--- src/sv/pcb_pkg.sv ---
// Shared constants, codes and types of the correlation / beta unit.
package pcb_pkg;

   localparam int COUNT_BITS_DEF  = 20;
   localparam int SAMPLE_BITS_DEF = 16;
   localparam int RESULT_BITS     = 24;
   localparam int FRAC_BITS       = 16;
   localparam int QUOT_BITS       = 48;
   localparam int ROOT_BITS       = 24;
   localparam int QUEUE_DEPTH     = 2;
   localparam int CSR_ADDR_BITS   = 1;
   localparam int CSR_DATA_BITS   = 32;

   localparam logic KIND_ADD    = 1'b0;
   localparam logic KIND_FINISH = 1'b1;
   localparam logic MODE_CORR   = 1'b0;
   localparam logic MODE_BETA   = 1'b1;

   localparam logic [CSR_ADDR_BITS-1:0] REG_MODE = 1'b0;

   typedef enum logic [2:0] {
      ST_IDLE,
      ST_LOAD,
      ST_MUL,
      ST_SAT,
      ST_DIV,
      ST_SQRT,
      ST_FINAL,
      ST_DONE
   } back_state_type;

   typedef struct packed {
      logic signed [RESULT_BITS-1:0] result;
      logic                          result_valid;
      logic                          samples_dropped;
   } rsp_payload_type;

   typedef struct packed {
      logic push;
      logic full;
      logic pop;
      logic empty;
   } queue_ctrl_type;

endpackage

--- src/sv/pcb_queue.sv ---
// Short register queue carrying finished groups from front end to back end.
module pcb_queue #(
   parameter int WIDTH = 1,
   parameter int DEPTH = pcb_pkg::QUEUE_DEPTH
) (
   input  logic                   clock,
   input  logic                   reset,
   input  pcb_pkg::queue_ctrl_type ctrl_in,
   output pcb_pkg::queue_ctrl_type ctrl_out,
   input  logic [WIDTH-1:0]       wr_data,
   output logic [WIDTH-1:0]       rd_data
);
   import pcb_pkg::*;

   localparam int PTR_W = (DEPTH > 1) ? $clog2(DEPTH) : 1;
   localparam int CNT_W = $clog2(DEPTH + 1);

   logic [WIDTH-1:0] mem [DEPTH];
   logic [PTR_W-1:0] wr_ptr_ff, wr_ptr_in, rd_ptr_ff, rd_ptr_in;
   logic [CNT_W-1:0] fill_ff, fill_in;
   logic             do_push, do_pop;

   assign do_push = ctrl_in.push && (fill_ff != CNT_W'(DEPTH));
   assign do_pop  = ctrl_in.pop && (fill_ff != '0);

   always_comb begin
      ctrl_out       = '0;
      ctrl_out.full  = (fill_ff == CNT_W'(DEPTH));
      ctrl_out.empty = (fill_ff == '0);
   end

   assign rd_data = mem[rd_ptr_ff];

   // Advance pointers with wrap at the depth
   always_comb begin
      wr_ptr_in = wr_ptr_ff;
      rd_ptr_in = rd_ptr_ff;
      fill_in   = fill_ff;
      if (do_push) begin
         wr_ptr_in = (wr_ptr_ff == PTR_W'(DEPTH - 1)) ? '0 : wr_ptr_ff + 1'b1;
      end
      if (do_pop) begin
         rd_ptr_in = (rd_ptr_ff == PTR_W'(DEPTH - 1)) ? '0 : rd_ptr_ff + 1'b1;
      end
      if (do_push && !do_pop) begin
         fill_in = fill_ff + 1'b1;
      end else if (do_pop && !do_push) begin
         fill_in = fill_ff - 1'b1;
      end
   end

   always_ff @(posedge clock) begin
      if (do_push) begin
         mem[wr_ptr_ff] <= wr_data;
      end
   end

   always_ff @(posedge clock) begin
      if (reset) begin
         wr_ptr_ff <= '0;
         rd_ptr_ff <= '0;
         fill_ff   <= '0;
      end else begin
         wr_ptr_ff <= wr_ptr_in;
         rd_ptr_ff <= rd_ptr_in;
         fill_ff   <= fill_in;
      end
   end

endmodule

--- config.mk ---
export PLATFORM = sky130hd
export DESIGN_NAME = pcb_queue
export DESIGN_NICKNAME = d
export VERILOG_FILES = /design/src/sv/pcb_pkg.sv /design/src/sv/pcb_queue.sv
export SDC_FILE = /design/constraint.sdc
export NUM_CORES = 1
export LEC_CHECK = 0
export BUFFER_PORTS_ARGS = -buffer_cell sky130_fd_sc_hd__buf_2
export CORE_AREA = 2 2 39 41
export CTS_CLUSTER_DIAMETER = 40
export DETAILED_ROUTE_END_ITERATION = 7
export DIE_AREA = 0 0 41 43
export RECOVER_POWER = 25
export SETUP_SLACK_MARGIN = 0.02
export SYNTH_ARGS = -nofsm -noshare
export SYNTH_HDL_FRONTEND = slang
export SYNTH_SLANG_ARGS = --single-unit
--- constraint.sdc ---
create_clock -name clock -period 1.8 [get_ports clock]
set_input_delay 0.18 -clock clock [delete_from_list [all_inputs] [get_ports clock]]
set_output_delay 0.18 -clock clock [all_outputs]
set_load 0.02 [all_outputs]
==> metrics.csv, run 1 <==
metric,value,unit
clock_latency,0.25,ns
synth_top_area_cell,dfxtp_1,
max_freq,633,MHz
synthTopCellsByArea,"dfxtp_1, edfxtp_1, xor2_1, nor2_1, o21ai_0",
wirelength,444,microns
status,"complete, no violations",
drt_iter0_drc,2,
io_pins,12,
syn_area,308,sq um
path_clk_slew,0.05,ns
setup_viol,0,
portBuffers,7,
finalSetupTns,0,ns
final_max_slew_viol_count,0,
die_h,43,microns
arrival,1.76,ns
endpoint_kind,register,
hold_path_class,input port to register,
synthTopCellsByCount,"dfxtp_1, nor2_1, o21ai_0, xor2_1",
grt_util_all_layers,0.0719,
synth_warnings,0,
synthFlopType,dfxtp_1,
diodes,0,
ys_ff_latch,7,
syn_inst,31,
cts_resized,0,
crit_required,1.98,ns
drtPass1Iterations,2,
nNetsFinal,50,
antenna_found_initial,0,
netlist.area_leader.share,0.325,
drcViolationCount,0,
wl_per_cell,7.79,microns
peakVddDrop,718,uV
leakage,0.173,nW
grt_max_degree,6,
grt_pass1_vias,186,
cts_buffer_depth,2,
ant_nets,0,
die-area,0.00176,sq mm
grt_overflow,0,
drv_cap,0,
rsz0062_at_grt,false,
finalInstanceArea,375,sq um
row_count,14,
h-tree-depth,1,
fin_util,0.271,
gp_congestion,0.636,
via_per_inst,3.74,
period_share,0.877,
clock_skew,0.00254,ns
critPathKind,register to register,
grt_pass1_wl,752,microns
power.density,1630,mW/mm^2
synth_cell_types,14,
start_util,0.222,
die_x,41,microns
ys_seq_area_frac,0.520,
hpwl,331,microns
startpoint_type,register,
cts_tree,yes,
cts_setup_buffers,0,
synth.avg_cell_area,9.93,sq um
clock_sinks,7,
area_growth,22.0,%
cts-root-buf,clkbuf_4,
finalHoldViolations,0,
core,0.00138,sq mm
fin_crit,1.58,ns
synth-edff-count,2,
synthArstFlopShare,0,
final_layout_size_suffix_gt1_frac,0.268,
holdBufCountCts,0,
crit_fanout,5,
num_vias,213,
dpl_cell_area,352,sq um
cts_buffers,3,
## critical path, cell delays in order (launching register included)
cell     delay [ns]
dfxtp_1        0.35
nor2b_1        0.25
nor2_1         0.09
ha_1           0.32
or3_1          0.35
a21oi_1        0.14
## per-layer routing
metal  share of wire  track usage  vias up
met3            0.12       0.0942        0
met5               0            0        -
li1                -            -      116
met2            0.41       0.0813        8
met4               0       0.0200        0
met1            0.46       0.0795       89
## kinds of logic (layout without fill, tap and decap cells)
kind of cell             count (synthesis)  after routing  synth area share
AND/OR/NAND/NOR                          9              9             0.150
flip-flops                               7              7             0.520
AO/OA/AOI/OAI                            5              5            0.0813
buffers and inverters                    4             13            0.0732
XOR/XNOR                                 3              3            0.0854
adder cells (fa/ha/maj)                  1              1            0.0406
other                                    1              2            0.0122
multiplexers                             1              1            0.0366
## cell usage in the layout (no fill, tap or decap)
| master | count |
|---|---|
| ha_1 | 1 |
| nor2b_1 | 1 |
| xor2_1 | 3 |
| clkbuf_1 | 1 |
| nor2_1 | 5 |
| mux2_2 | 1 |
| or3_1 | 2 |
| buf_2 | 7 |
| clkbuf_4 | 3 |
| edfxtp_1 | 2 |
| o21ai_0 | 3 |
| and2_1 | 1 |
| a21oi_1 | 2 |
| conb_1 | 2 |
| dfxtp_1 | 5 |
| inv_1 | 2 |
## power by group
group / internal [mW] / switching, mW
Sequential: 0.211 / 0.0308
Combinational: 0.0977 / 0.134
Clock: 0.0844 / 0.0548
Total: 0.393 / 0.219
## layout make-up
| class | instances | area, sq um |
|---|---|---|
| well taps | 16 | 20.0 |
| multi-input cells | 21 | 126 |
| inverters | 2 | 7.51 |
| clock buffers | 4 | 26.3 |
| repair buffers | 7 | 35.0 |
| fillers | 148 | 1010 |
| flip-flops and latches | 7 | 160 |
## stage by stage
step	instances	power [mW]	hold WS, ns	setup WS (ns)
finish	57	0.613	0.120	0.221
global route	57	0.666	0.0985	0.126
detailed placement	53	0.478	0.375	0.286
global placement	53	0.476	0.374	0.296
CTS	57	0.625	0.112	0.271
floorplan	32	0.426	0.249	0.236
## final timing paths
check | endpoint | from | slack, ns | cells after the start
worst min register to register | wr_ptr_ff | wr_ptr_ff | 0.49 | 2
worst max-delay path | fill_ff[1] | fill_ff[1] | 0.22 | 5
worst max register to register | fill_ff[1] | fill_ff[1] | 0.22 | 5
worst min-delay path | mem[0] | wr_data | 0.12 | 1
Power figures use the tool's default switching activity.
==> run 2, diff against run 1 <==
--- a/config.mk
+++ b/config.mk
@@ -10,6 +10,7 @@
 export CTS_CLUSTER_DIAMETER = 40
 export DETAILED_ROUTE_END_ITERATION = 7
 export DIE_AREA = 0 0 41 43
+export PLACE_DENSITY = 0.53
 export RECOVER_POWER = 25
 export SETUP_SLACK_MARGIN = 0.02
 export SYNTH_ARGS = -nofsm -noshare
==> run 2 against run 1 <==
  * Count of clock-buffer cells in the layout unchanged
  * Global-route usage down 0.35 points
  * Register-to-register slack about the same
  * Largest cell class unchanged
  * Cell area unchanged
  * First-iteration DRC count rose to 4.5 times the previous value
  * Largest power group unchanged
  * Combinational power about the same
  * Worst hold slack better by 0.0026 ns
  * Utilization unchanged
==> metrics.csv, run 2 (same netlist as run 1, synthesis figures left out) <==
metric,value,unit
status,"complete, no violations",
period_share,0.872,
layout.cells.non_filler,57,
cp_top_family,simple AND/OR/NAND/NOR gates,
max_freq,637,MHz
fin_ws,0.231,ns
grt_overflow,0,
startpoint_type,register,
num_vias,223,
area_growth,22.0,%
clock_sinks,7,
final_cell_mix,"buf_2, nor2_1, dfxtp_1",
placedCellCount,53,
power.density,1630,mW/mm^2
cts_tree,yes,
final_layout_size_suffix_gt1_frac,0.268,
drv_cap,0,
start_util,0.222,
fin_crit,1.57,ns
row_count,14,
rsz0062_at_grt,false,
hold_path_depth,1,
cts_buffer_depth,2,
cp_num_cells,5,
ant_nets,0,
finalHoldViolations,0,
cts_buffers,3,
die_h,43,microns
peakVddDrop,815,uV
gp_congestion,0.677,
portBuffers,7,
clock_latency,0.25,ns
via_per_inst,3.91,
endpoint_kind,register,
reg2reg_depth,5,
diodes,0,
h-tree-depth,1,
die-area,0.00176,sq mm
leakage,0.173,nW
grt_pass1_wl,738,microns
cts-root-buf,clkbuf_4,
antenna_found_initial,0,
path_clk_slew,0.05,ns
cp-startpoint,fill_ff[1],
crit_fanout,5,
hpwl,353,microns
critPathBufInv,0,
final_max_slew_viol_count,0,
post-place-ws,0.274,ns
core,0.00138,sq mm
holdBufCountCts,0,
cts_resized,0,
nNetsFinal,50,
wl_per_cell,8.46,microns
hold_path_class,input port to register,
setup_viol,0,
slowest_stage,dfxtp_1,
drtPass1Iterations,2,
clock_skew,0.00341,ns
wirelength,482,microns
io_pins,12,
critPathKind,register to register,
finalSetupTns,0,ns
drcViolationCount,0,
arrival,1.75,ns
cts_setup_buffers,0,
drt_iter0_drc,9,
grt_util_all_layers,0.0685,
final_common_cell,buf_2,
rr_startpoint,fill_ff[1],
die_x,41,microns
crit_required,1.98,ns
cpPeakStageDelay,0.37,ns
crit_chain,nor2b_1 -> nor2_1 -> ha_1 -> or3_1 -> a21oi_1,
grt_max_degree,6,
min_from,wr_data,
grt_pass1_vias,187,
-- run 2: cell counts in the layout (fill, tap and decap cells not counted) --
No cell type changed its count.
-- run 2: area by class of cell --
cell class	instances	area, sq um
Tap cell	16	20.0
Inverter	2	7.51
Sequential cell	7	160
Clock buffer	4	26.3
Multi-Input combinational cell	21	126
Timing Repair Buffer	7	35.0
Fill cell	154	1010
-- run 2: path summary, 6_finish.rpt --
check | endpoint | slack [ns]
setup / recovery | fill_ff[1] | 0.23
hold / removal | mem[1] | 0.12
setup reg to reg | fill_ff[1] | 0.23
hold reg to reg | wr_ptr_ff | 0.50
-- run 2: per-layer routing --
metal / wire (microns) / track usage / vias to the layer above
li1: - / - / 116
met1: 230 / 0.0682 / 100
met2: 214 / 0.0906 / 7
met3: 37 / 0.0785 / 0
met4: 0 / 0.0200 / 0
met5: 0 / 0 / -
-- run 2: per-stage QoR --
step                power [mW]   util  area [sq um]  hold slack [ns]
global route             0.670  0.271           375            0.108
global placement         0.478  0.254           352            0.378
detailed placement       0.481  0.254           352            0.379
CTS                      0.628  0.273           378            0.114
finish                   0.613  0.271           375            0.123
floorplan                0.426      -           312            0.249
-- run 2: report_power, final --
part | internal, mW | total, mW | switching, mW
sequential | 0.211 | 0.246 | 0.0346
clock | 0.0844 | 0.139 | 0.0549
combinational | 0.0976 | 0.228 | 0.130
total | 0.393 | 0.613 | 0.220
-- run 2: worst reg2reg max path: stages (launching register included) --
cell     delay [ns]
dfxtp_1        0.37
nor2b_1        0.23
nor2_1         0.09
ha_1           0.32
or3_1          0.35
a21oi_1        0.14
