File: src/sv/pcb_pkg.sv
// Shared constants, codes and types of the correlation / beta unit.
package pcb_pkg;

   localparam int COUNT_BITS_DEF  = 20;
   localparam int SAMPLE_BITS_DEF = 16;
   localparam int RESULT_BITS     = 24;
   localparam int FRAC_BITS       = 16;
   localparam int QUOT_BITS       = 48;
   localparam int ROOT_BITS       = 24;
   localparam int QUEUE_DEPTH     = 2;
   localparam int CSR_ADDR_BITS   = 1;
   localparam int CSR_DATA_BITS   = 32;

   localparam logic KIND_ADD    = 1'b0;
   localparam logic KIND_FINISH = 1'b1;
   localparam logic MODE_CORR   = 1'b0;
   localparam logic MODE_BETA   = 1'b1;

   localparam logic [CSR_ADDR_BITS-1:0] REG_MODE = 1'b0;

   typedef enum logic [2:0] {
      ST_IDLE,
      ST_LOAD,
      ST_MUL,
      ST_SAT,
      ST_DIV,
      ST_SQRT,
      ST_FINAL,
      ST_DONE
   } back_state_type;

   typedef struct packed {
      logic signed [RESULT_BITS-1:0] result;
      logic                          result_valid;
      logic                          samples_dropped;
   } rsp_payload_type;

   typedef struct packed {
      logic push;
      logic full;
      logic pop;
      logic empty;
   } queue_ctrl_type;

endpackage

File: src/sv/pcb_stream_if.sv


interface pcb_rsp_if;
   logic                                   valid;
   logic                                   ready;
   logic signed [pcb_pkg::RESULT_BITS-1:0] result;
   logic                                   result_valid;
   logic                                   samples_dropped;

   modport source (output valid, result, result_valid, samples_dropped, input ready);
   modport sink (input valid, result, result_valid, samples_dropped, output ready);
endinterface

File: src/sv/pcb_back.sv
// Back end: serial multiplier, restoring divider and bitwise square root.
module pcb_back #(
   parameter int COUNT_BITS  = pcb_pkg::COUNT_BITS_DEF,
   parameter int SAMPLE_BITS = pcb_pkg::SAMPLE_BITS_DEF,
   parameter int ENTRY_W     = 1
) (
   input  logic               clock,
   input  logic               reset,
   input  logic               mode,
   input  logic               queue_empty,
   output logic               queue_pop,
   input  logic [ENTRY_W-1:0] queue_entry,
   pcb_rsp_if.source          rsp
);
   import pcb_pkg::*;

   localparam int SUM_W = SAMPLE_BITS + COUNT_BITS + 1;
   localparam int SQ_W  = 2 * SAMPLE_BITS + COUNT_BITS;
   localparam int CR_W  = 2 * SAMPLE_BITS + COUNT_BITS + 1;
   localparam int MAGW  = 2 * SAMPLE_BITS + 2 * COUNT_BITS;
   localparam int PW    = 2 * MAGW;
   localparam int XW    = PW + QUOT_BITS;
   localparam int CNT_W = $clog2(QUOT_BITS);
   localparam int OFF_SB  = SUM_W;
   localparam int OFF_SAA = 2 * SUM_W;
   localparam int OFF_SBB = OFF_SAA + SQ_W;
   localparam int OFF_SAB = OFF_SBB + SQ_W;
   localparam int OFF_CNT = OFF_SAB + CR_W;
   localparam int OFF_DRP = OFF_CNT + COUNT_BITS;
   localparam logic [QUOT_BITS-1:0] POS_MAX = QUOT_BITS'((1 << (RESULT_BITS - 1)) - 1);
   localparam logic [QUOT_BITS-1:0] NEG_MAX = QUOT_BITS'(1 << (RESULT_BITS - 1));

   back_state_type state_ff, state_in;

   logic        [2:0]            step_ff, step_in;
   logic        [COUNT_BITS-1:0] n_ff, n_in;
   logic signed [SUM_W-1:0]      sa_ff, sa_in, sb_ff, sb_in;
   logic        [SQ_W-1:0]       saa_ff, saa_in, sbb_ff, sbb_in;
   logic signed [CR_W-1:0]       sab_ff, sab_in;
   logic                         drop_ff, drop_in;
   logic        [MAGW-1:0]       mul_a_ff, mul_a_in;
   logic        [PW-1:0]         mul_b_ff, mul_b_in, acc_ff, acc_in;
   logic                         neg_ff, neg_in;
   logic signed [PW:0]           t_ff, t_in, num_ff, num_in, da_ff, da_in;
   logic        [PW-1:0]         den_ff, den_in;
   logic        [XW-1:0]         rem_ff, rem_in, dsh_ff, dsh_in;
   logic        [QUOT_BITS-1:0]  quo_ff, quo_in, root_ff, root_in, one_ff, one_in;
   logic        [CNT_W-1:0]      cnt_ff, cnt_in;
   logic                         rsp_valid_ff, rsp_valid_in;
   rsp_payload_type              rsp_data_ff, rsp_data_in;
   rsp_payload_type              res_ff, res_in;

   logic                         out_free, few_pairs, mul_done, div_ge, sqrt_ge;
   logic signed [PW:0]           prod, diff;
   logic        [MAGW-1:0]       abs_sa, abs_sb, abs_sab, mag;
   logic        [MAGW-1:0]       op_a;
   logic        [PW-1:0]         op_b;
   logic                         op_neg;
   logic        [QUOT_BITS-1:0]  sqrt_sum, q_mag;
   logic        [XW-1:0]         den_top;

   assign out_free  = !rsp_valid_ff || rsp.ready;
   assign few_pairs = (n_ff < COUNT_BITS'(2));
   assign mul_done  = (mul_a_ff == '0);
   assign queue_pop = (state_ff == ST_IDLE) && !queue_empty;

   assign abs_sa  = MAGW'(sa_ff < 0 ? -sa_ff : sa_ff);
   assign abs_sb  = MAGW'(sb_ff < 0 ? -sb_ff : sb_ff);
   assign abs_sab = MAGW'(sab_ff < 0 ? -sab_ff : sab_ff);
   assign mag     = MAGW'(num_ff < 0 ? -num_ff : num_ff);

   assign prod     = neg_ff ? -$signed({1'b0, acc_ff}) : $signed({1'b0, acc_ff});
   assign diff     = t_ff - prod;
   assign den_top  = XW'(den_ff) << QUOT_BITS;
   assign div_ge   = (dsh_ff <= rem_ff);
   assign sqrt_sum = root_ff + one_ff;
   assign sqrt_ge  = (quo_ff >= sqrt_sum);
   assign q_mag    = (mode == MODE_CORR) ? root_ff : quo_ff;

   // Select the operands of each product in the finish sequence
   always_comb begin
      op_a   = '0;
      op_b   = '0;
      op_neg = 1'b0;
      case (step_ff)
         3'd0: begin
            op_a   = MAGW'(n_ff);
            op_b   = PW'(abs_sab);
            op_neg = sab_ff < 0;
         end
         3'd1: begin
            op_a   = abs_sa;
            op_b   = PW'(abs_sb);
            op_neg = (sa_ff < 0) != (sb_ff < 0);
         end
         3'd2: begin
            op_a = MAGW'(n_ff);
            op_b = PW'(saa_ff);
         end
         3'd3: begin
            op_a = abs_sa;
            op_b = PW'(abs_sa);
         end
         3'd4: begin
            op_a = MAGW'(n_ff);
            op_b = PW'(sbb_ff);
         end
         3'd5: begin
            op_a = abs_sb;
            op_b = PW'(abs_sb);
         end
         3'd6: begin
            op_a = mag;
            op_b = PW'(mag);
         end
         default: begin
            // t holds the benchmark variance from step five
            op_a = MAGW'(da_ff);
            op_b = PW'(t_ff);
         end
      endcase
   end

   // Next state
   always_comb begin
      state_in = state_ff;
      case (state_ff)
         ST_IDLE: begin
            if (!queue_empty) begin
               state_in = ST_LOAD;
            end
         end
         ST_LOAD: begin
            state_in = few_pairs ? ST_DONE : ST_MUL;
         end
         ST_MUL: begin
            if (mul_done) begin
               if (step_ff == 3'd7 || (step_ff == 3'd5 && mode == MODE_BETA)) begin
                  state_in = ST_SAT;
               end else begin
                  state_in = ST_LOAD;
               end
            end
         end
         ST_SAT: begin
            if (den_ff == '0 || den_top <= rem_ff) begin
               state_in = (mode == MODE_CORR && den_ff != '0) ? ST_SQRT : ST_FINAL;
               if (den_ff == '0) begin
                  state_in = ST_DONE;
               end
            end else begin
               state_in = ST_DIV;
            end
         end
         ST_DIV: begin
            if (cnt_ff == '0) begin
               state_in = (mode == MODE_CORR) ? ST_SQRT : ST_FINAL;
            end
         end
         ST_SQRT: begin
            if (cnt_ff == '0) begin
               state_in = ST_FINAL;
            end
         end
         ST_FINAL: begin
            state_in = ST_DONE;
         end
         ST_DONE: begin
            if (out_free) begin
               state_in = ST_IDLE;
            end
         end
         default: begin
            state_in = ST_IDLE;
         end
      endcase
   end

   // Datapath and output register updates
   always_comb begin
      step_in      = step_ff;
      n_in         = n_ff;
      sa_in        = sa_ff;
      sb_in        = sb_ff;
      saa_in       = saa_ff;
      sbb_in       = sbb_ff;
      sab_in       = sab_ff;
      drop_in      = drop_ff;
      mul_a_in     = mul_a_ff;
      mul_b_in     = mul_b_ff;
      acc_in       = acc_ff;
      neg_in       = neg_ff;
      t_in         = t_ff;
      num_in       = num_ff;
      da_in        = da_ff;
      den_in       = den_ff;
      rem_in       = rem_ff;
      dsh_in       = dsh_ff;
      quo_in       = quo_ff;
      root_in      = root_ff;
      one_in       = one_ff;
      cnt_in       = cnt_ff;
      rsp_valid_in = rsp_valid_ff;
      rsp_data_in  = rsp_data_ff;
      res_in       = res_ff;
      if (rsp_valid_ff && rsp.ready) begin
         rsp_valid_in = 1'b0;
      end
      case (state_ff)
         ST_IDLE: begin
            // Take the next finished group
            step_in = '0;
            n_in    = queue_entry[OFF_CNT +: COUNT_BITS];
            sa_in   = queue_entry[0 +: SUM_W];
            sb_in   = queue_entry[OFF_SB +: SUM_W];
            saa_in  = queue_entry[OFF_SAA +: SQ_W];
            sbb_in  = queue_entry[OFF_SBB +: SQ_W];
            sab_in  = queue_entry[OFF_SAB +: CR_W];
            drop_in = queue_entry[OFF_DRP];
            res_in.result       = '0;
            res_in.result_valid = 1'b0;
         end
         ST_LOAD: begin
            mul_a_in = op_a;
            mul_b_in = op_b;
            neg_in   = op_neg;
            acc_in   = '0;
            res_in.samples_dropped = drop_ff;
         end
         ST_MUL: begin
            if (mul_done) begin
               step_in = step_ff + 1'b1;
               case (step_ff)
                  3'd1: num_in = diff;
                  3'd3: da_in  = diff;
                  3'd5: begin
                     if (mode == MODE_BETA) begin
                        den_in = PW'(diff);
                        rem_in = XW'(mag) << FRAC_BITS;
                     end else begin
                        mul_b_in = PW'(diff);
                     end
                  end
                  3'd6: rem_in = XW'(acc_ff) << (2 * FRAC_BITS);
                  3'd7: den_in = acc_ff;
                  default: t_in = prod;
               endcase
               if (step_ff == 3'd5) begin
                  t_in = diff;
               end
            end else begin
               // Shift-and-add one multiplier bit
               if (mul_a_ff[0]) begin
                  acc_in = acc_ff + mul_b_ff;
               end
               mul_a_in = mul_a_ff >> 1;
               mul_b_in = mul_b_ff << 1;
            end
         end
         ST_SAT: begin
            quo_in  = '0;
            dsh_in  = XW'(den_ff) << (QUOT_BITS - 1);
            cnt_in  = CNT_W'(QUOT_BITS - 1);
            root_in = '0;
            one_in  = QUOT_BITS'(1) << (QUOT_BITS - 2);
            if (den_ff == '0) begin
               res_in.result       = '0;
               res_in.result_valid = (mode == MODE_CORR);
            end else if (den_top <= rem_ff) begin
               quo_in = '1;
               cnt_in = CNT_W'(ROOT_BITS - 1);
            end
         end
         ST_DIV: begin
            // One restoring division step
            quo_in = {quo_ff[QUOT_BITS-2:0], div_ge};
            if (div_ge) begin
               rem_in = rem_ff - dsh_ff;
            end
            dsh_in = dsh_ff >> 1;
            cnt_in = (cnt_ff == '0) ? CNT_W'(ROOT_BITS - 1) : cnt_ff - 1'b1;
         end
         ST_SQRT: begin
            // One bit of the integer square root
            if (sqrt_ge) begin
               quo_in  = quo_ff - sqrt_sum;
               root_in = (root_ff >> 1) + one_ff;
            end else begin
               root_in = root_ff >> 1;
            end
            one_in = one_ff >> 2;
            cnt_in = cnt_ff - 1'b1;
         end
         ST_FINAL: begin
            // Saturate and apply the sign of the numerator
            res_in.result_valid = 1'b1;
            if (num_ff < 0) begin
               res_in.result = RESULT_BITS'(-(q_mag > NEG_MAX ? NEG_MAX : q_mag));
            end else begin
               res_in.result = RESULT_BITS'(q_mag > POS_MAX ? POS_MAX : q_mag);
            end
         end
         ST_DONE: begin
            // Hand the finished result to the output register once it is free
            if (out_free) begin
               rsp_valid_in = 1'b1;
               rsp_data_in  = res_ff;
            end
         end
         default: begin
         end
      endcase
   end

   assign rsp.valid           = rsp_valid_ff;
   assign rsp.result          = rsp_data_ff.result;
   assign rsp.result_valid    = rsp_data_ff.result_valid;
   assign rsp.samples_dropped = rsp_data_ff.samples_dropped;

   always_ff @(posedge clock) begin
      step_ff     <= step_in;
      n_ff        <= n_in;
      sa_ff       <= sa_in;
      sb_ff       <= sb_in;
      saa_ff      <= saa_in;
      sbb_ff      <= sbb_in;
      sab_ff      <= sab_in;
      drop_ff     <= drop_in;
      mul_a_ff    <= mul_a_in;
      mul_b_ff    <= mul_b_in;
      acc_ff      <= acc_in;
      neg_ff      <= neg_in;
      t_ff        <= t_in;
      num_ff      <= num_in;
      da_ff       <= da_in;
      den_ff      <= den_in;
      rem_ff      <= rem_in;
      dsh_ff      <= dsh_in;
      quo_ff      <= quo_in;
      root_ff     <= root_in;
      one_ff      <= one_in;
      cnt_ff      <= cnt_in;
      rsp_data_ff <= rsp_data_in;
      res_ff      <= res_in;
   end

   always_ff @(posedge clock) begin
      if (reset) begin
         state_ff     <= ST_IDLE;
         rsp_valid_ff <= 1'b0;
      end else begin
         state_ff     <= state_in;
         rsp_valid_ff <= rsp_valid_in;
      end
   end

endmodule

File: src/flat_wrapper.sv
// flat-port wrapper written by rule: the top's interface ports become plain ports
module pcb_back_flat import pcb_pkg::*;
#(
   parameter int COUNT_BITS  = pcb_pkg::COUNT_BITS_DEF,
   parameter int SAMPLE_BITS = pcb_pkg::SAMPLE_BITS_DEF,
   parameter int ENTRY_W     = 1
)
  (clock, reset, mode, queue_empty, queue_pop, queue_entry, rsp_valid, rsp_result, rsp_result_valid, rsp_samples_dropped, rsp_ready);
  pcb_rsp_if rsp_i ();
  input  logic clock;
  input  logic reset;
  input  logic mode;
  input  logic queue_empty;
  output logic queue_pop;
  input  logic [ENTRY_W-1:0] queue_entry;
  output wire logic [$bits(rsp_i.valid)-1:0] rsp_valid;
  output wire logic [$bits(rsp_i.result)-1:0] rsp_result;
  output wire logic [$bits(rsp_i.result_valid)-1:0] rsp_result_valid;
  output wire logic [$bits(rsp_i.samples_dropped)-1:0] rsp_samples_dropped;
  input wire logic [$bits(rsp_i.ready)-1:0] rsp_ready;
  assign rsp_valid = rsp_i.valid;
  assign rsp_result = rsp_i.result;
  assign rsp_result_valid = rsp_i.result_valid;
  assign rsp_samples_dropped = rsp_i.samples_dropped;
  assign rsp_i.ready = rsp_ready;
  pcb_back #(.COUNT_BITS(COUNT_BITS), .SAMPLE_BITS(SAMPLE_BITS), .ENTRY_W(ENTRY_W)) u_core (.clock(clock), .reset(reset), .mode(mode), .queue_empty(queue_empty), .queue_pop(queue_pop), .queue_entry(queue_entry), .rsp(rsp_i));
endmodule
File: config.mk
export PLATFORM = sky130hd
export DESIGN_NAME = pcb_back_flat
export DESIGN_NICKNAME = d
export VERILOG_FILES = /design/src/sv/pcb_pkg.sv /design/src/sv/pcb_stream_if.sv /design/src/sv/pcb_back.sv /design/src/flat_wrapper.sv
export SDC_FILE = /design/constraint.sdc
export NUM_CORES = 2
export LEC_CHECK = 0
export BUFFER_PORTS_ARGS = -buffer_cell sky130_fd_sc_hd__buf_4
export CORE_UTILIZATION = 30
export DETAILED_ROUTE_END_ITERATION = 7
export PLACE_DENSITY = 0.41
export SLEW_MARGIN = 10
export SYNTH_ARGS = -nofsm -noshare
export SYNTH_HDL_FRONTEND = slang
export SYNTH_SLANG_ARGS = --single-unit
File: constraint.sdc
create_clock -name clock -period 32.9 [get_ports clock]
set_input_delay 6.58 -clock clock [delete_from_list [all_inputs] [get_ports clock]]
set_output_delay 6.58 -clock clock [all_outputs]
set_load 0.02 [all_outputs]
==> metrics.txt <==
fin. max-slew vios 0; leading cell types by count after synthesis 1357 x edfxtp_1, 1250 x nand2_1, 1162 x o21ai_0, 1102 x a21oi_1, 924 x nor2_1; # port buffers 32; sequential power share 28.3%; max-cap violations 0; Tot GR Track Use 24.4%; CP Launch Type input pin; largest net degree at the start of global routing 173; nets@finish 11794; Required @ worst endpoint 26.32 ns; final hold violation count 0; FP Rows 211; Area growth, synth to finish 10.7%; vias per cell 5.66; vias post-DR 88089; core box area 0.331 sq mm; Peak VDD IR 0.0000620 V; PwrDens 96.9 mW/mm^2; postcts setup bufs 0; critical path, cell by cell buf_4 -> nor4_1 -> buf_4; Main synth FF type edfxtp_1; RSZ-0062 raised after global routing no; Post-Synth Simple-Gate Area 15.6%; worst r2r path cells 24; Crit Reg-Reg Startpoint u_core.root_ff[10]$_SDFFCE_PN0P_; proportion of synthesized area in mux cells 1.24%; total power 10.7 mW; post-synthesis sequential area ratio 40.8%; measured slew at the worst slew-check pin 1.28 ns; Pre-Repair DR Iteration Count 6; Tmin final 13.70 ns; # IOs 34; slowest CP cell nor4_1; clock tree sinks 1361; worst setup margin 19.20 ns; main combinational cell family by area after synthesis compound AO/OA/AOI/OAI gates; routability cong. 0.962; Critical Path Fanout Max 2; Final setup viols 0; Yosys cell types 89; Comb pwr share 52.4%; cells after synthesis 11314; Clk pwr share 19.3%; GRT overflow 0; Slew headroom 13.7%; antenna violations before repair 20; Setup crit end kind output port; total die area 0.336 sq mm; routed wire length 421 mm; Internal 5.57 mW; Die Ht 579 um; cts hold-fix bufs 0; Avg Inst Size Synth 8.84 sq um; H-tree depth 4; CP most frequent cell buf_4; EDFF count, synth 1357; Post-Route Utilization 33.4%; Critical Path AT 7.12 ns; Hold Crit Class reg2reg; Largest stage delay, worst path 0.22 ns; Worst Path Buf+Inv 2; Post-Synth Adder-Cell Area 9.20%; clk_skew 0.0695 ns; Pleak 42.1 nW; Die Width 579 um; status complete, no violations; Starting Density 30.2%; post-DP HPWL 328 mm; pre-CTS worst setup slack 19.19 ns; most common cell in the netlist edfxtp_1; DRC viols 0; Async SR Flop Fraction 0%; CTS tree built; most area-hungry cell type in the Yosys netlist edfxtp_1; Total Neg Setup Slack 0 ns; Fill cells 34562; hold path endpoint u_core.rsp.result[9]$_DFFE_PP_; top cell type's share of synthesized area 40.7%; hold path startpoint u_core.res_ff[11]$_DFFE_PP_; PostCTS Resize Cnt 0; Compound-Gate Fraction of Synth Area 22.1%; xor and xnor area share after synthesis 5.90%; routed len/inst 27.0 um; first-pass GRT wire length 607 mm; register bit total from synthesis 1361; Routed Antenna Nets 0; clock root cell clkbuf_16; share of cells above drive strength 1 5.58%; Detailed Route Iter0 Violations 8106; Clk pin slew, worst setup/hold paths 0.05 ns; Period Utilization, post-route 41.6%; number of buffers created by CTS 182; worst hold path cell count 0; Max Clk Rate 73.0 MHz; Psw 5.16 mW; synthesized cell area 0.100 sq mm; clk buf depth 4; Yosys Warn Count 0; Switching Share 48.1%; R2R setup slack 25.77 ns; vias in the first global route 85104; worst setup path class in2out; Synth area leaders edfxtp_1 41%, ha_1 9.1%, o21ai_0 5.8%; clk_lat worst skew 0.90 ns; Net Count, Synth 12053; CP delay by family, top buffers and inverters; reg2reg end u_core.root_ff[9]$_SDFFCE_PN0P_
==> placed cells by master, fill, tap and decap left out, types with 60 or more instances in the layout <==
| master | instances |
|---|---|
| nand2_1 | 1244 |
| edfxtp_1 | 1357 |
| mux2_2 | 66 |
| clkbuf_16 | 188 |
| and3_1 | 60 |
| nand4_1 | 309 |
| o31ai_1 | 73 |
| a21oi_1 | 1100 |
| xor2_1 | 326 |
| o22ai_1 | 60 |
| o211ai_1 | 122 |
| inv_1 | 763 |
| o221ai_1 | 61 |
| nor3_1 | 139 |
| buf_4 | 140 |
| a21o_1 | 322 |
| nor2_1 | 917 |
| nor4_1 | 115 |
| a31oi_1 | 97 |
| o21bai_1 | 190 |
| nand3_1 | 265 |
| a211oi_1 | 66 |
| nand2b_1 | 63 |
| o21a_1 | 73 |
| o21ai_0 | 1158 |
| nor2b_1 | 80 |
| xnor2_1 | 348 |
| ha_1 | 728 |
==> per-stage QoR <==
stage | std cells | cell area, sq um | hold slack (ns)
4_1_cts | 15567 | 111000 | 0.418
2_1_floorplan | 11314 | 100000 | 0.400
3_3_place_gp | 15237 | 105000 | 0.411
6_report | 15573 | 111000 | 0.416
3_5_place_dp | 15237 | 105000 | 0.405
5_1_grt | 15568 | 111000 | 0.431
==> routing by layer <==
layer | share of wire (%) | global-route usage (%) | routed length [um]
met2 | 44 | 38.7 | 187000
met1 | 47 | 34.7 | 197000
met4 | 3.0 | 6.90 | 12600
met3 | 5.6 | 2.80 | 23700
met5 | 0.012 | 0 | 51
==> area by class of cell <==
class / instances / area [sq um] / area share [%]
Clock buffer: 217 / 4840 / 4.38
Timing Repair Buffer: 145 / 1150 / 1.04
Sequential cell: 1361 / 40800 / 36.9
Tap cell: 4366 / 5460 / 4.93
Inverter: 767 / 2880 / 2.60
Multi-Input combinational cell: 8598 / 54300 / 49.1
Antenna cell: 6 / 15.0 / 0.0136
Clock inverter: 113 / 1170 / 1.06
==> worst max-delay path by stage <==
stage / startpoint / cells after the start / endpoint / slack, ns
final: queue_empty / 3 / queue_pop / 19.20
after global routing: queue_empty / 3 / queue_pop / 19.15
after CTS: queue_empty / 3 / queue_pop / 19.18
after detailed placement: queue_empty / 3 / queue_pop / 19.19
after global placement: queue_empty / 3 / queue_pop / 19.24
after floorplan: mode / 7 / u_core.rem_ff[0]$_SDFFCE_PN0P_ / 9.39
==> kinds of logic after synthesis <==
group	Yosys count
AO/OA/AOI/OAI	3665
AND/OR/NAND/NOR	3409
flip-flops	1361
buffers and inverters	1355
adder cells (fa/ha/maj)	733
XOR/XNOR	674
multiplexers	116
other	1
==> state kept, by name (all words and copies together) (netlist names), 25 cells and up <==
signal           flops
u_core.den_ff      144
u_core.acc_ff      144
u_core.quo_ff       48
u_core.t_ff        145
u_core.rem_ff      192
u_core.mul_b_ff    144
u_core.res_ff       25
u_core.mul_a_ff     72
u_core.num_ff       73
u_core.da_ff        72
u_core.dsh_ff      191
u_core.root_ff      48
==> power by group through the flow <==
stage | registers [mW] | clock network (mW) | logic [mW]
3_3_place_gp | 3.07 | 0 | 5.52
3_5_place_dp | 3.07 | 0 | 5.52
5_1_grt | 3.07 | 2.18 | 6.10
2_1_floorplan | 2.89 | 0 | 3.64
6_report | 3.03 | 2.07 | 5.62
4_1_cts | 3.04 | 2.12 | 5.56
(Power assumes the default switching activity.)
