File: config.mk
export PLATFORM = sky130hd
export DESIGN_NAME = pcb_front_flat
export DESIGN_NICKNAME = d
export VERILOG_FILES = /design/src/sv/pcb_pkg.sv /design/src/sv/pcb_stream_if.sv /design/src/sv/pcb_front.sv /design/src/flat_wrapper.sv
export SDC_FILE = /design/constraint.sdc
export NUM_CORES = 1
export LEC_CHECK = 0
export BUFFER_PORTS_ARGS = -buffer_cell sky130_fd_sc_hd__buf_4
export CAP_MARGIN = 25
export CORE_AREA = 4 4 62 69
export CTS_BUF_LIST = sky130_fd_sc_hd__clkbuf_8
export DETAILED_ROUTE_END_ITERATION = 6
export DIE_AREA = 0 0 66 73
export SLEW_MARGIN = 15
export SYNTH_ARGS = -nofsm -noshare
export SYNTH_HDL_FRONTEND = slang
export SYNTH_SLANG_ARGS = --single-unit
export TNS_END_PERCENT = 100
File: constraint.sdc
create_clock -name clock -period 5.7 [get_ports clock]
set_clock_uncertainty 0.2 [all_clocks]
set_input_delay 0.855 -clock clock [delete_from_list [all_inputs] [get_ports clock]]
set_output_delay 0.855 -clock clock [all_outputs]
set_load 0.02 [all_outputs]
File: src/sv/pcb_pkg.sv
// Shared constants, codes and types of the correlation / beta unit.
package pcb_pkg;

   localparam int COUNT_BITS_DEF  = 20;
   localparam int SAMPLE_BITS_DEF = 16;
   localparam int RESULT_BITS     = 24;
   localparam int FRAC_BITS       = 16;
   localparam int QUOT_BITS       = 48;
   localparam int ROOT_BITS       = 24;
   localparam int QUEUE_DEPTH     = 2;
   localparam int CSR_ADDR_BITS   = 1;
   localparam int CSR_DATA_BITS   = 32;

   localparam logic KIND_ADD    = 1'b0;
   localparam logic KIND_FINISH = 1'b1;
   localparam logic MODE_CORR   = 1'b0;
   localparam logic MODE_BETA   = 1'b1;

   localparam logic [CSR_ADDR_BITS-1:0] REG_MODE = 1'b0;

   typedef enum logic [2:0] {
      ST_IDLE,
      ST_LOAD,
      ST_MUL,
      ST_SAT,
      ST_DIV,
      ST_SQRT,
      ST_FINAL,
      ST_DONE
   } back_state_type;

   typedef struct packed {
      logic signed [RESULT_BITS-1:0] result;
      logic                          result_valid;
      logic                          samples_dropped;
   } rsp_payload_type;

   typedef struct packed {
      logic push;
      logic full;
      logic pop;
      logic empty;
   } queue_ctrl_type;

endpackage

File: src/sv/pcb_stream_if.sv
// Request and response channel interfaces of the correlation / beta unit.
interface pcb_req_if #(
   parameter int SAMPLE_BITS = pcb_pkg::SAMPLE_BITS_DEF
);
   logic                          valid;
   logic                          ready;
   logic                          kind;
   logic signed [SAMPLE_BITS-1:0] sample_a;
   logic signed [SAMPLE_BITS-1:0] sample_b;
   logic                          a_present;
   logic                          b_present;

   modport source (output valid, kind, sample_a, sample_b, a_present, b_present,
                   input ready);
   modport sink (input valid, kind, sample_a, sample_b, a_present, b_present,
                 output ready);
endinterface


File: src/sv/pcb_front.sv
// Front end: accepts requests, accumulates sample pairs, queues finished groups.
module pcb_front #(
   parameter int COUNT_BITS  = pcb_pkg::COUNT_BITS_DEF,
   parameter int SAMPLE_BITS = pcb_pkg::SAMPLE_BITS_DEF,
   parameter int ENTRY_W     = 1
) (
   input  logic               clock,
   input  logic               reset,
   pcb_req_if.sink            req,
   input  logic               queue_full,
   output logic               queue_push,
   output logic [ENTRY_W-1:0] queue_entry
);
   import pcb_pkg::*;

   localparam int SUM_W = SAMPLE_BITS + COUNT_BITS + 1;
   localparam int SQ_W  = 2 * SAMPLE_BITS + COUNT_BITS;
   localparam int CR_W  = 2 * SAMPLE_BITS + COUNT_BITS + 1;
   localparam int PR_W  = 2 * SAMPLE_BITS;

   logic signed [SUM_W-1:0]      sa_ff, sa_in, sb_ff, sb_in;
   logic        [SQ_W-1:0]       saa_ff, saa_in, sbb_ff, sbb_in;
   logic signed [CR_W-1:0]       sab_ff, sab_in;
   logic        [COUNT_BITS-1:0] count_ff, count_in;
   logic                         drop_ff, drop_in;
   logic                         accept, pair, at_limit;
   logic signed [PR_W-1:0]       prod_aa, prod_bb, prod_ab;

   // Hold off requests only while the queue has no room
   assign req.ready = !queue_full;
   assign accept    = req.valid && req.ready;
   assign pair      = (req.kind == KIND_ADD) && req.a_present && req.b_present;
   assign at_limit  = (count_ff == {COUNT_BITS{1'b1}});

   assign prod_aa = req.sample_a * req.sample_a;
   assign prod_bb = req.sample_b * req.sample_b;
   assign prod_ab = req.sample_a * req.sample_b;

   // Snapshot the group into the queue on a finish request
   assign queue_push  = accept && (req.kind == KIND_FINISH);
   assign queue_entry = {drop_ff, count_ff, sab_ff, sbb_ff, saa_ff, sb_ff, sa_ff};

   // Accumulate, drop at the count limit, clear after a finish
   always_comb begin
      sa_in    = sa_ff;
      sb_in    = sb_ff;
      saa_in   = saa_ff;
      sbb_in   = sbb_ff;
      sab_in   = sab_ff;
      count_in = count_ff;
      drop_in  = drop_ff;
      if (queue_push) begin
         sa_in    = '0;
         sb_in    = '0;
         saa_in   = '0;
         sbb_in   = '0;
         sab_in   = '0;
         count_in = '0;
         drop_in  = 1'b0;
      end else if (accept && pair) begin
         if (at_limit) begin
            drop_in = 1'b1;
         end else begin
            sa_in    = sa_ff + SUM_W'(req.sample_a);
            sb_in    = sb_ff + SUM_W'(req.sample_b);
            saa_in   = saa_ff + SQ_W'($unsigned(prod_aa));
            sbb_in   = sbb_ff + SQ_W'($unsigned(prod_bb));
            sab_in   = sab_ff + CR_W'(prod_ab);
            count_in = count_ff + 1'b1;
         end
      end
   end

   always_ff @(posedge clock) begin
      if (reset) begin
         sa_ff    <= '0;
         sb_ff    <= '0;
         saa_ff   <= '0;
         sbb_ff   <= '0;
         sab_ff   <= '0;
         count_ff <= '0;
         drop_ff  <= 1'b0;
      end else begin
         sa_ff    <= sa_in;
         sb_ff    <= sb_in;
         saa_ff   <= saa_in;
         sbb_ff   <= sbb_in;
         sab_ff   <= sab_in;
         count_ff <= count_in;
         drop_ff  <= drop_in;
      end
   end

endmodule

File: src/flat_wrapper.sv
// flat-port wrapper written by rule: the top's interface ports become plain ports
module pcb_front_flat import pcb_pkg::*;
#(
   parameter int COUNT_BITS  = pcb_pkg::COUNT_BITS_DEF,
   parameter int SAMPLE_BITS = pcb_pkg::SAMPLE_BITS_DEF,
   parameter int ENTRY_W     = 1
)
  (clock, reset, queue_full, queue_push, queue_entry, req_valid, req_kind, req_sample_a, req_sample_b, req_a_present, req_b_present, req_ready);
  pcb_req_if #(.SAMPLE_BITS(SAMPLE_BITS)) req_i ();
  input  logic clock;
  input  logic reset;
  input  logic queue_full;
  output logic queue_push;
  output logic [ENTRY_W-1:0] queue_entry;
  input wire logic [$bits(req_i.valid)-1:0] req_valid;
  input wire logic [$bits(req_i.kind)-1:0] req_kind;
  input wire logic [$bits(req_i.sample_a)-1:0] req_sample_a;
  input wire logic [$bits(req_i.sample_b)-1:0] req_sample_b;
  input wire logic [$bits(req_i.a_present)-1:0] req_a_present;
  input wire logic [$bits(req_i.b_present)-1:0] req_b_present;
  output wire logic [$bits(req_i.ready)-1:0] req_ready;
  assign req_i.valid = req_valid;
  assign req_i.kind = req_kind;
  assign req_i.sample_a = req_sample_a;
  assign req_i.sample_b = req_sample_b;
  assign req_i.a_present = req_a_present;
  assign req_i.b_present = req_b_present;
  assign req_ready = req_i.ready;
  pcb_front #(.COUNT_BITS(COUNT_BITS), .SAMPLE_BITS(SAMPLE_BITS), .ENTRY_W(ENTRY_W)) u_core (.clock(clock), .reset(reset), .req(req_i), .queue_full(queue_full), .queue_push(queue_push), .queue_entry(queue_entry));
endmodule
==> out/qor.csv, run 1 <==
metric;value;unit
Mapped Cells;146;
Root Buffer;clkbuf_8;
M1 GR Usage;18.1;%
Final setup viols;0;
number of distinct library cells after synthesis;37;
Critical-path top delay cell;and3b_1;
Final Critical Period;2720;ps
met3 Use GR;2.31;%
Max Slew Vio Count;0;
initial core utilization;33.8;%
Design Power;0.000261;W
Site Rows;23;
Post-synth EDFFs;0;
placed cell areas;1320;sq um
GR peak layer;met2;
Hold Buf Count CTS;0;
Antenna Nets Post-Route;0;
Setup TNS;0;ps
worst-path fanout max;12;
grt ovf;0;
largest net degree at the start of global routing;14;
Yosys reg bits;21;
Post-synth top cells;21 x dfxtp_1, 21 x nand2_1, 10 x mux2i_1, 10 x or3_1, 9 x a21oi_1;
grt met2 use;20.6;%
layout cells sized above 1;13.2;%
worst skew pair latency;250;ps
clk sinks;21;
Leak Pwr;0.436;nW
Avg Cell Area, Syn;8.34;sq um
vias in the first global route;1105;
most used cell along the critical path;buf_4;
Max Clock Freq;367;MHz
CTS tree;yes;
WP buf/inv;2;
nature of the critical path endpoint;primary output;
syn nets;186;
Yosys warning count;0;
die area;4820;sq um
critical path cell sequence;buf_4 > and3b_1 > buf_4;
area grow syn2layout;12.1;%
RSZ-0062 raised after global routing;no;
required time worst endpoint;4640;ps
chip width;66;um
Post-Route WL;2.84;mm
peak supply drop;96.9;uV
slew margin rel.;62.4;%
Reg clk slew, reported paths;70;ps
worst hold path type;reg2reg;
core area;3600;sq um
crit-path max cell delay;470;ps
vias per std cell;5.72;
first-iteration detailed-routing DRC count;44;
setup ws final;2980;ps
Buffers on Ports;10;
Top delay family on crit path;simple AND/OR/NAND/NOR gates;
Tcrit/Tclk final;47.7;%
hpwl dp;2.02;mm
sequential area share after synthesis;34.5;%
cell taking the most area after synthesis;dfxtp_1;
first-pass GRT wire length;5.06;mm
Fin. Hold Viols;0;
drt drc;0;
status;completed;
global-route usage over all layers;13.1;%
Finished Core Util;37.9;%
Worst Setup Start Kind;input pin;
deepest clock path buffer count;2;
initial antenna violation count;0;
CP Data Arrival Time;1670;ps
CTS HTree Levels;1;
Main synth FF type;dfxtp_1;
routed len/inst;14.0;um
Ant. Diodes;0;
CTS resizes;0;
largest cells by area after synthesis;dfxtp_1 35%, mux2i_1 8.2%, nand2_1 6.5%;
final instance area;1370;sq um
Crit Path Class;in2out;
Final nets;193;
Pre-antenna DRT Iters;4;
TritonCTS Buffers;3;
max cap viols;0;
Ports;42;
measured slew at the worst slew-check pin;562;ps
Via Count;1156;
area share of the largest cell type after synthesis;34.5;%
gp weighted congestion;0.824;
pre-CTS setup slack;2980;ps
area of the mapped netlist;1220;sq um
setup bufs post-CTS;0;
Power Density;191;nW/um^2
asr flop ratio synth;0;%
Die H;73;um
[power breakdown]
part / switching (W) / internal (W)
combinational: 0.0000114 / 0.00000847
clock: 0.0000467 / 0.0000479
sequential: 0.000000221 / 0.000147
[kinds of logic after synthesis]
kind of cell / share of synthesized area (%)
fa+ha+maj: 1.03
buf+inv: 4.42
mux: 8.22
flops: 34.5
compound gates: 16.9
simple gates: 34.9
[metal layers]
layer	share of wire, %	vias to the layer above
li1	-	577
met5	0	-
met1	51	550
met2	44	23
met3	3.6	6
met4	1.6	0
[per-stage QoR]
step                      std cells  hold slack [ps]
after CTS                       202              279
final                           202              274
after detailed placement        198              268
after floorplan                 146              239
after global placement          197              252
after global routing            202              317
[registers in the layout (all words and copies together), names as in the netlist]
signal	flops
u_core.sa_ff	1
u_core.count_ff	20
[path summary, 6_finish.rpt]
| check | cells past startpoint | slack (ps) | to | from |
|---|---|---|---|---|
| worst max-delay path | 3 | 2980 | queue_push | queue_full |
| worst min-delay path | 2 | 270 | u_core.count_ff[19]$_SDFFE_PP0P_ | u_core.count_ff[19]$_SDFFE_PP0P_ |
| worst max register to register | 5 | 3330 | u_core.count_ff[10]$_SDFFE_PP0P_ | u_core.count_ff[0]$_SDFFE_PP0P_ |
| worst min register to register | 2 | 270 | u_core.count_ff[19]$_SDFFE_PP0P_ | u_core.count_ff[19]$_SDFFE_PP0P_ |
[cell type report]
| cell class | instances | area [sq um] |
|---|---|---|
| clock buffers | 3 | 41.3 |
| well taps | 50 | 62.6 |
| fillers | 370 | 2230 |
| repair buffers | 11 | 82.6 |
| flip-flops and latches | 21 | 420 |
| inverters | 3 | 11.3 |
| clock inverters | 1 | 3.75 |
| multi-input cells | 113 | 743 |
[cells in the final DEF, fill, tap and decap left out, types with 2 or more instances in the layout]
cell type / Yosys / final
a2111o_1: 2 / 2
a211oi_1: 6 / 6
a21oi_1: 9 / 9
and3_1: 2 / 2
and4_1: 4 / 4
and4bb_2: 2 / 2
buf_4: 1 / 11
clkbuf_8: 0 / 3
dfxtp_1: 21 / 21
inv_1: 3 / 4
mux2i_1: 10 / 10
nand2_1: 21 / 21
nand3_1: 8 / 8
nand4_1: 6 / 6
nor2_1: 3 / 3
nor3_1: 4 / 4
nor4_1: 3 / 3
o21ai_0: 4 / 4
o31ai_1: 2 / 2
or2_2: 2 / 2
or3_1: 10 / 10
or4_1: 2 / 2
[worst min-delay path, stage by stage (launching register included)]
cell,delay (ps)
dfxtp_1,320
nand2_1,50
mux2i_1,50
(Power assumes the default switching activity.)
==> run 2: changes to the inputs <==
clock period = 2.7 ns   (was 5.7 ns; I/O delays follow)
==> run 2 against run 1 <==
Compared with the run above:
- non-clock buffer count unchanged
- global-route usage increased by 0.10 points
- core utilization unchanged
- via count increased by 0.61%
- critical path type is now reg2reg
==> out/qor.csv, run 2 (same netlist as run 1, synthesis figures left out) <==
metric;value;unit;change
status;completed;;
global-route usage over all layers;13.2;%;+0.10 points
CP Data Arrival Time;2320;ps;+650 ps
measured slew at the worst slew-check pin;531;ps;-30.4 ps
first-pass GRT wire length;5.05;mm;-0.14%
routed len/inst;14.2;um;+1.1%
Ant. Diodes;0;;unchanged
Worst Setup Start Kind;register;;
largest reg by FF count;u_core.count_ff;;
layout cells sized above 1;13.2;%;unchanged
worst-path fanout max;13;;+1
Post-Route WL;2.87;mm;+1.1%
CTS tree;yes;;
largest net degree at the start of global routing;14;;unchanged
Max Slew Vio Count;0;;unchanged
Max Clock Freq;421;MHz;
deepest clock path buffer count;2;;unchanged
Design Power;0.000562;W;+110%
CTS HTree Levels;1;;unchanged
slew margin rel.;64.4;%;+2.0 points
most frequent cells in the layout;21 x nand2_1, 21 x dfxtp_1, 11 x buf_4, 10 x or3_1, 10 x mux2i_1;;
grt ovf;0;;unchanged
worst skew pair latency;260;ps;about the same
max cap viols;0;;unchanged
nature of the critical path endpoint;register;;
Ports;42;;unchanged
first-iteration detailed-routing DRC count;52;;+18%
clk sinks;21;;unchanged
Root Buffer;clkbuf_8;;
required time worst endpoint;2640;ps;-2000 ps
Hold Buf Count CTS;0;;unchanged
Final nets;193;;unchanged
TritonCTS Buffers;3;;unchanged
setup bufs post-CTS;0;;unchanged
Top delay family on crit path;simple AND/OR/NAND/NOR gates;;
Tcrit/Tclk final;88.0;%;
Setup TNS;0;ps;unchanged
core area;3600;sq um;unchanged
drt drc;0;;unchanged
Final Critical Period;2380;ps;
Pre-antenna DRT Iters;4;;unchanged
vias per std cell;5.76;;+0.61%
peak supply drop;187;uV;+92%
vias in the first global route;1130;;+2.3%
Site Rows;23;;unchanged
area grow syn2layout;12.1;%;unchanged
Critical-path top delay cell;and4_1;;
Power Density;411;nW/um^2;+110%
initial core utilization;33.8;%;unchanged
critical path cell sequence;ha_1 > and4_1 > nand4_1 > a2111oi_0 > a211oi_1;;
max FFs per register;20;;unchanged
pre-CTS setup slack;330;ps;-2650 ps
initial antenna violation count;0;;unchanged
Antenna Nets Post-Route;0;;unchanged
WP buf/inv;0;;-2
gp weighted congestion;0.806;;-2.1%
Final setup viols;0;;unchanged
biggest regs;u_core.count_ff x20, u_core.sa_ff x1;;
worst hold path type;in2reg;;
hpwl dp;2.07;mm;+2.7%
crit-path max cell delay;510;ps;+40 ps
die area;4820;sq um;unchanged
Via Count;1163;;+0.61%
Die H;73;um;unchanged
chip width;66;um;unchanged
Finished Core Util;37.9;%;unchanged
Crit Path Class;reg2reg;;
Buffers on Ports;10;;unchanged
setup ws final;324;ps;-2650 ps
Reg clk slew, reported paths;80;ps;about the same
Fin. Hold Viols;0;;unchanged
Leak Pwr;0.436;nW;unchanged
RSZ-0062 raised after global routing;no;;
CTS resizes;0;;unchanged
run 2: layout make-up:
| type | instances | area, sq um |
|---|---|---|
| fill | 367 | 2230 |
| multi-input combinational | 113 | 743 |
| sequential | 21 | 420 |
| timing repair buffer | 11 | 82.6 |
| tap | 50 | 62.6 |
| clock buffer | 3 | 41.3 |
| inverter | 3 | 11.3 |
| clock inverter | 1 | 3.75 |
run 2: report_power, final:
group	internal [W]	total (W)	switching (W)
Combinational	0.0000179	0.0000410	0.0000231
Sequential	0.000310	0.000310	0.000000453
Clock	0.000102	0.000210	0.000109
run 2: path summary, 6_finish.rpt:
path                            cells after the start  slack [ps]                          endpoint                              from
worst min register to register                      2         280  u_core.count_ff[19]$_SDFFE_PP0P_  u_core.count_ff[19]$_SDFFE_PP0P_
worst max-delay path                                5         320  u_core.count_ff[10]$_SDFFE_PP0P_   u_core.count_ff[0]$_SDFFE_PP0P_
worst max register to register                      5         320  u_core.count_ff[10]$_SDFFE_PP0P_   u_core.count_ff[0]$_SDFFE_PP0P_
worst min-delay path                                3         260   u_core.count_ff[4]$_SDFFE_PP0P_                     req_b_present
run 2: through the flow:
stage / instance area (sq um) / std cells / hold slack, ps
global placement: 1320 / 198 / 253
global route: 1370 / 202 / 313
floorplan: 1220 / 146 / 239
detailed placement: 1320 / 198 / 271
CTS: 1370 / 202 / 261
finish: 1370 / 202 / 264
run 2: metal layers:
layer  GRT usage [%]  wire length [um]  vias up
li1                -                 -      573
met1            17.3              1390      555
met2            21.0              1340       31
met3            2.16                96        4
met4            6.55                37        0
met5               0                 0        -
run 2: worst reg2reg max path: cells and delay by family, from the launching register on:
family / cells / cell delay [ps]
AOI/OAI and AO/OA: 2 / 560
adders and majority gates: 1 / 230
DFF: 1 / 390
and+or+nand+nor: 2 / 890
==> run 3: changes to the inputs <==
clock period = 2.1 ns   (was 2.7 ns; I/O delays follow)
==> run 3 against run 2 <==
Compared with the run above:
- maximum frequency increased by 19%
- sequential power is 29% higher
- worst hold slack got worse by 100 ps
- total power grew 28%
- critical endpoint unchanged
- largest cell class unchanged
==> out/qor.csv, run 3 (same netlist as run 1, synthesis figures left out) <==
metric;value;unit;change
status;completed;;
worst skew pair latency;260;ps;about the same
area grow syn2layout;17.9;%;
Ports;42;;unchanged
Max Clock Freq;502;MHz;+19%
layout cells sized above 1;19.3;%;+6.1 points
hpwl dp;2.27;mm;+9.6%
CP Capture Point;u_core.count_ff[10]$_SDFFE_PP0P_;;
placed cell areas;1380;sq um;+4.5%
Buffers on Ports;10;;unchanged
CP Data Arrival Time;1920;ps;-400 ps
slew margin rel.;65.5;%;+1.1 points
Worst Setup Start Kind;register;;
initial antenna violation count;0;;unchanged
FF-to-FF Start;u_core.count_ff[0]$_SDFFE_PP0P_;;
Crit Path Class;reg2reg;;
largest net degree at the start of global routing;14;;unchanged
Power Density;499;nW/um^2;+21%
clk sinks;21;;unchanged
TritonCTS Buffers;3;;unchanged
Tcrit/Tclk final;94.8;%;+6.8 points
die area;4820;sq um;unchanged
max FFs per register;20;;unchanged
Setup TNS;0;ps;unchanged
Via Count;1200;;+3.2%
CTS HTree Levels;1;;unchanged
chip width;66;um;unchanged
Post-Route WL;3.00;mm;+4.8%
Root Buffer;clkbuf_8;;
core area;3600;sq um;unchanged
Final setup viols;0;;unchanged
Ant. Diodes;0;;unchanged
most frequent cells in the layout;21 x nand2_1, 21 x dfxtp_1, 20 x buf_4, 10 x or3_1, 10 x mux2i_1;;
Leak Pwr;0.480;nW;+10%
largest reg by FF count;u_core.count_ff;;
Antenna Nets Post-Route;0;;unchanged
R2R Setup Slk;110;ps;-220 ps
crit-path max cell delay;390;ps;-120 ps
Final Critical Period;1990;ps;-385 ps
critical path cell sequence;ha_1 > and4_2 > nand4_1 > buf_4 > a2111oi_0 > a211oi_1;;
global-route usage over all layers;14.0;%;+0.77 points
biggest regs;u_core.count_ff x20, u_core.sa_ff x1;;
initial core utilization;33.8;%;unchanged
first-iteration detailed-routing DRC count;49;;-5.8%
required time worst endpoint;2030;ps;-610 ps
vias in the first global route;1188;;+5.1%
routed len/inst;14.2;um;+0.31%
final instance area;1440;sq um;+5.1%
Reg clk slew, reported paths;80;ps;about the same
Final nets;202;;+4.7%
worst r2r dst;u_core.count_ff[10]$_SDFFE_PP0P_;;
peak supply drop;179;uV;-4.3%
RSZ-0062 raised after global routing;no;;
Critical-path top delay cell;dfxtp_1;;
r2r worst-path depth;6;;+1
Die H;73;um;unchanged
grt ovf;0;;unchanged
measured slew at the worst slew-check pin;513;ps;-18.1 ps
vias per std cell;5.69;;-1.2%
first-pass GRT wire length;5.38;mm;+6.6%
nature of the critical path endpoint;register;;
deepest clock path buffer count;2;;unchanged
minimum hold slack;162;ps;-102 ps
worst-path fanout max;7;;-6
Finished Core Util;39.9;%;+1.9 points
drt drc;0;;unchanged
fill count;375;;+2.2%
worst hold path type;in2reg;;
Max Slew Vio Count;0;;unchanged
Site Rows;23;;unchanged
max cap viols;0;;unchanged
Pre-antenna DRT Iters;4;;unchanged
CP Launch Point;u_core.count_ff[0]$_SDFFE_PP0P_;;
Fin. Hold Viols;0;;unchanged
CTS tree;yes;;
gp weighted congestion;0.811;;+0.62%
[run 3: through the flow]
stage	setup slack [ps]	power, W	instances
floorplan	295	0.000437	146
global placement	60.5	0.000463	206
detailed placement	12.8	0.000464	206
CTS	93.4	0.000722	211
global route	16.2	0.000746	211
finish	108	0.000716	211
[run 3: critical path: cells and delay by family (launching register included)]
kind                     cells  cell delay, ps
adder cells (fa/ha/maj)      1             230
buffers and inverters        1             170
AND/OR/NAND/NOR              2             390
AO/OA/AOI/OAI                2             480
flip-flops                   1             390
[run 3: worst min-delay path by stage]
stage	start	end	slack, ps	cells past startpoint
after floorplan	u_core.count_ff[7]$_SDFFE_PP0P_	u_core.count_ff[7]$_SDFFE_PP0P_	240	2
final	req_b_present	u_core.count_ff[4]$_SDFFE_PP0P_	160	3
after global placement	u_core.count_ff[7]$_SDFFE_PP0P_	u_core.count_ff[7]$_SDFFE_PP0P_	260	2
after detailed placement	u_core.count_ff[7]$_SDFFE_PP0P_	u_core.count_ff[7]$_SDFFE_PP0P_	260	2
after global routing	req_b_present	u_core.count_ff[4]$_SDFFE_PP0P_	230	3
after CTS	req_b_present	u_core.count_ff[4]$_SDFFE_PP0P_	150	3
[run 3: routing by layer]
| layer | wire (um) | vias to the layer above | GRT usage [%] |
|---|---|---|---|
| met5 | 0 | - | 0 |
| met4 | 30 | 0 | 6.32 |
| met3 | 78 | 5 | 2.00 |
| met1 | 1410 | 576 | 17.3 |
| li1 | - | 599 | - |
| met2 | 1490 | 20 | 23.9 |
[run 3: what timing repair did]
| action | 4_1_cts | 5_1_grt |
|---|---|---|
| hold buffers | 0 | 0 |
| buffers inserted | 1 | 0 |
| endpoints found under the hold margin | 0 | 0 |
| pin swaps | 1 | 0 |
| resized for setup | 0 | 3 |
| endpoints found under the setup margin | 2 | 5 |
[run 3: report_power, final]
part | switching [W] | internal (W) | total, W
combinational | 0.0000305 | 0.0000255 | 0.0000560
sequential | 0.000000595 | 0.000398 | 0.000399
clock | 0.000131 | 0.000130 | 0.000261
[run 3: area by class of cell]
type	count	area (sq um)	share of cell area [%]
clock buffers	3	41.3	2.88
clock inverters	1	3.75	0.262
inverters	3	11.3	0.785
multi-input cells	113	746	52.0
flip-flops and latches	21	420	29.3
well taps	50	62.6	4.36
repair buffers	20	150	10.5
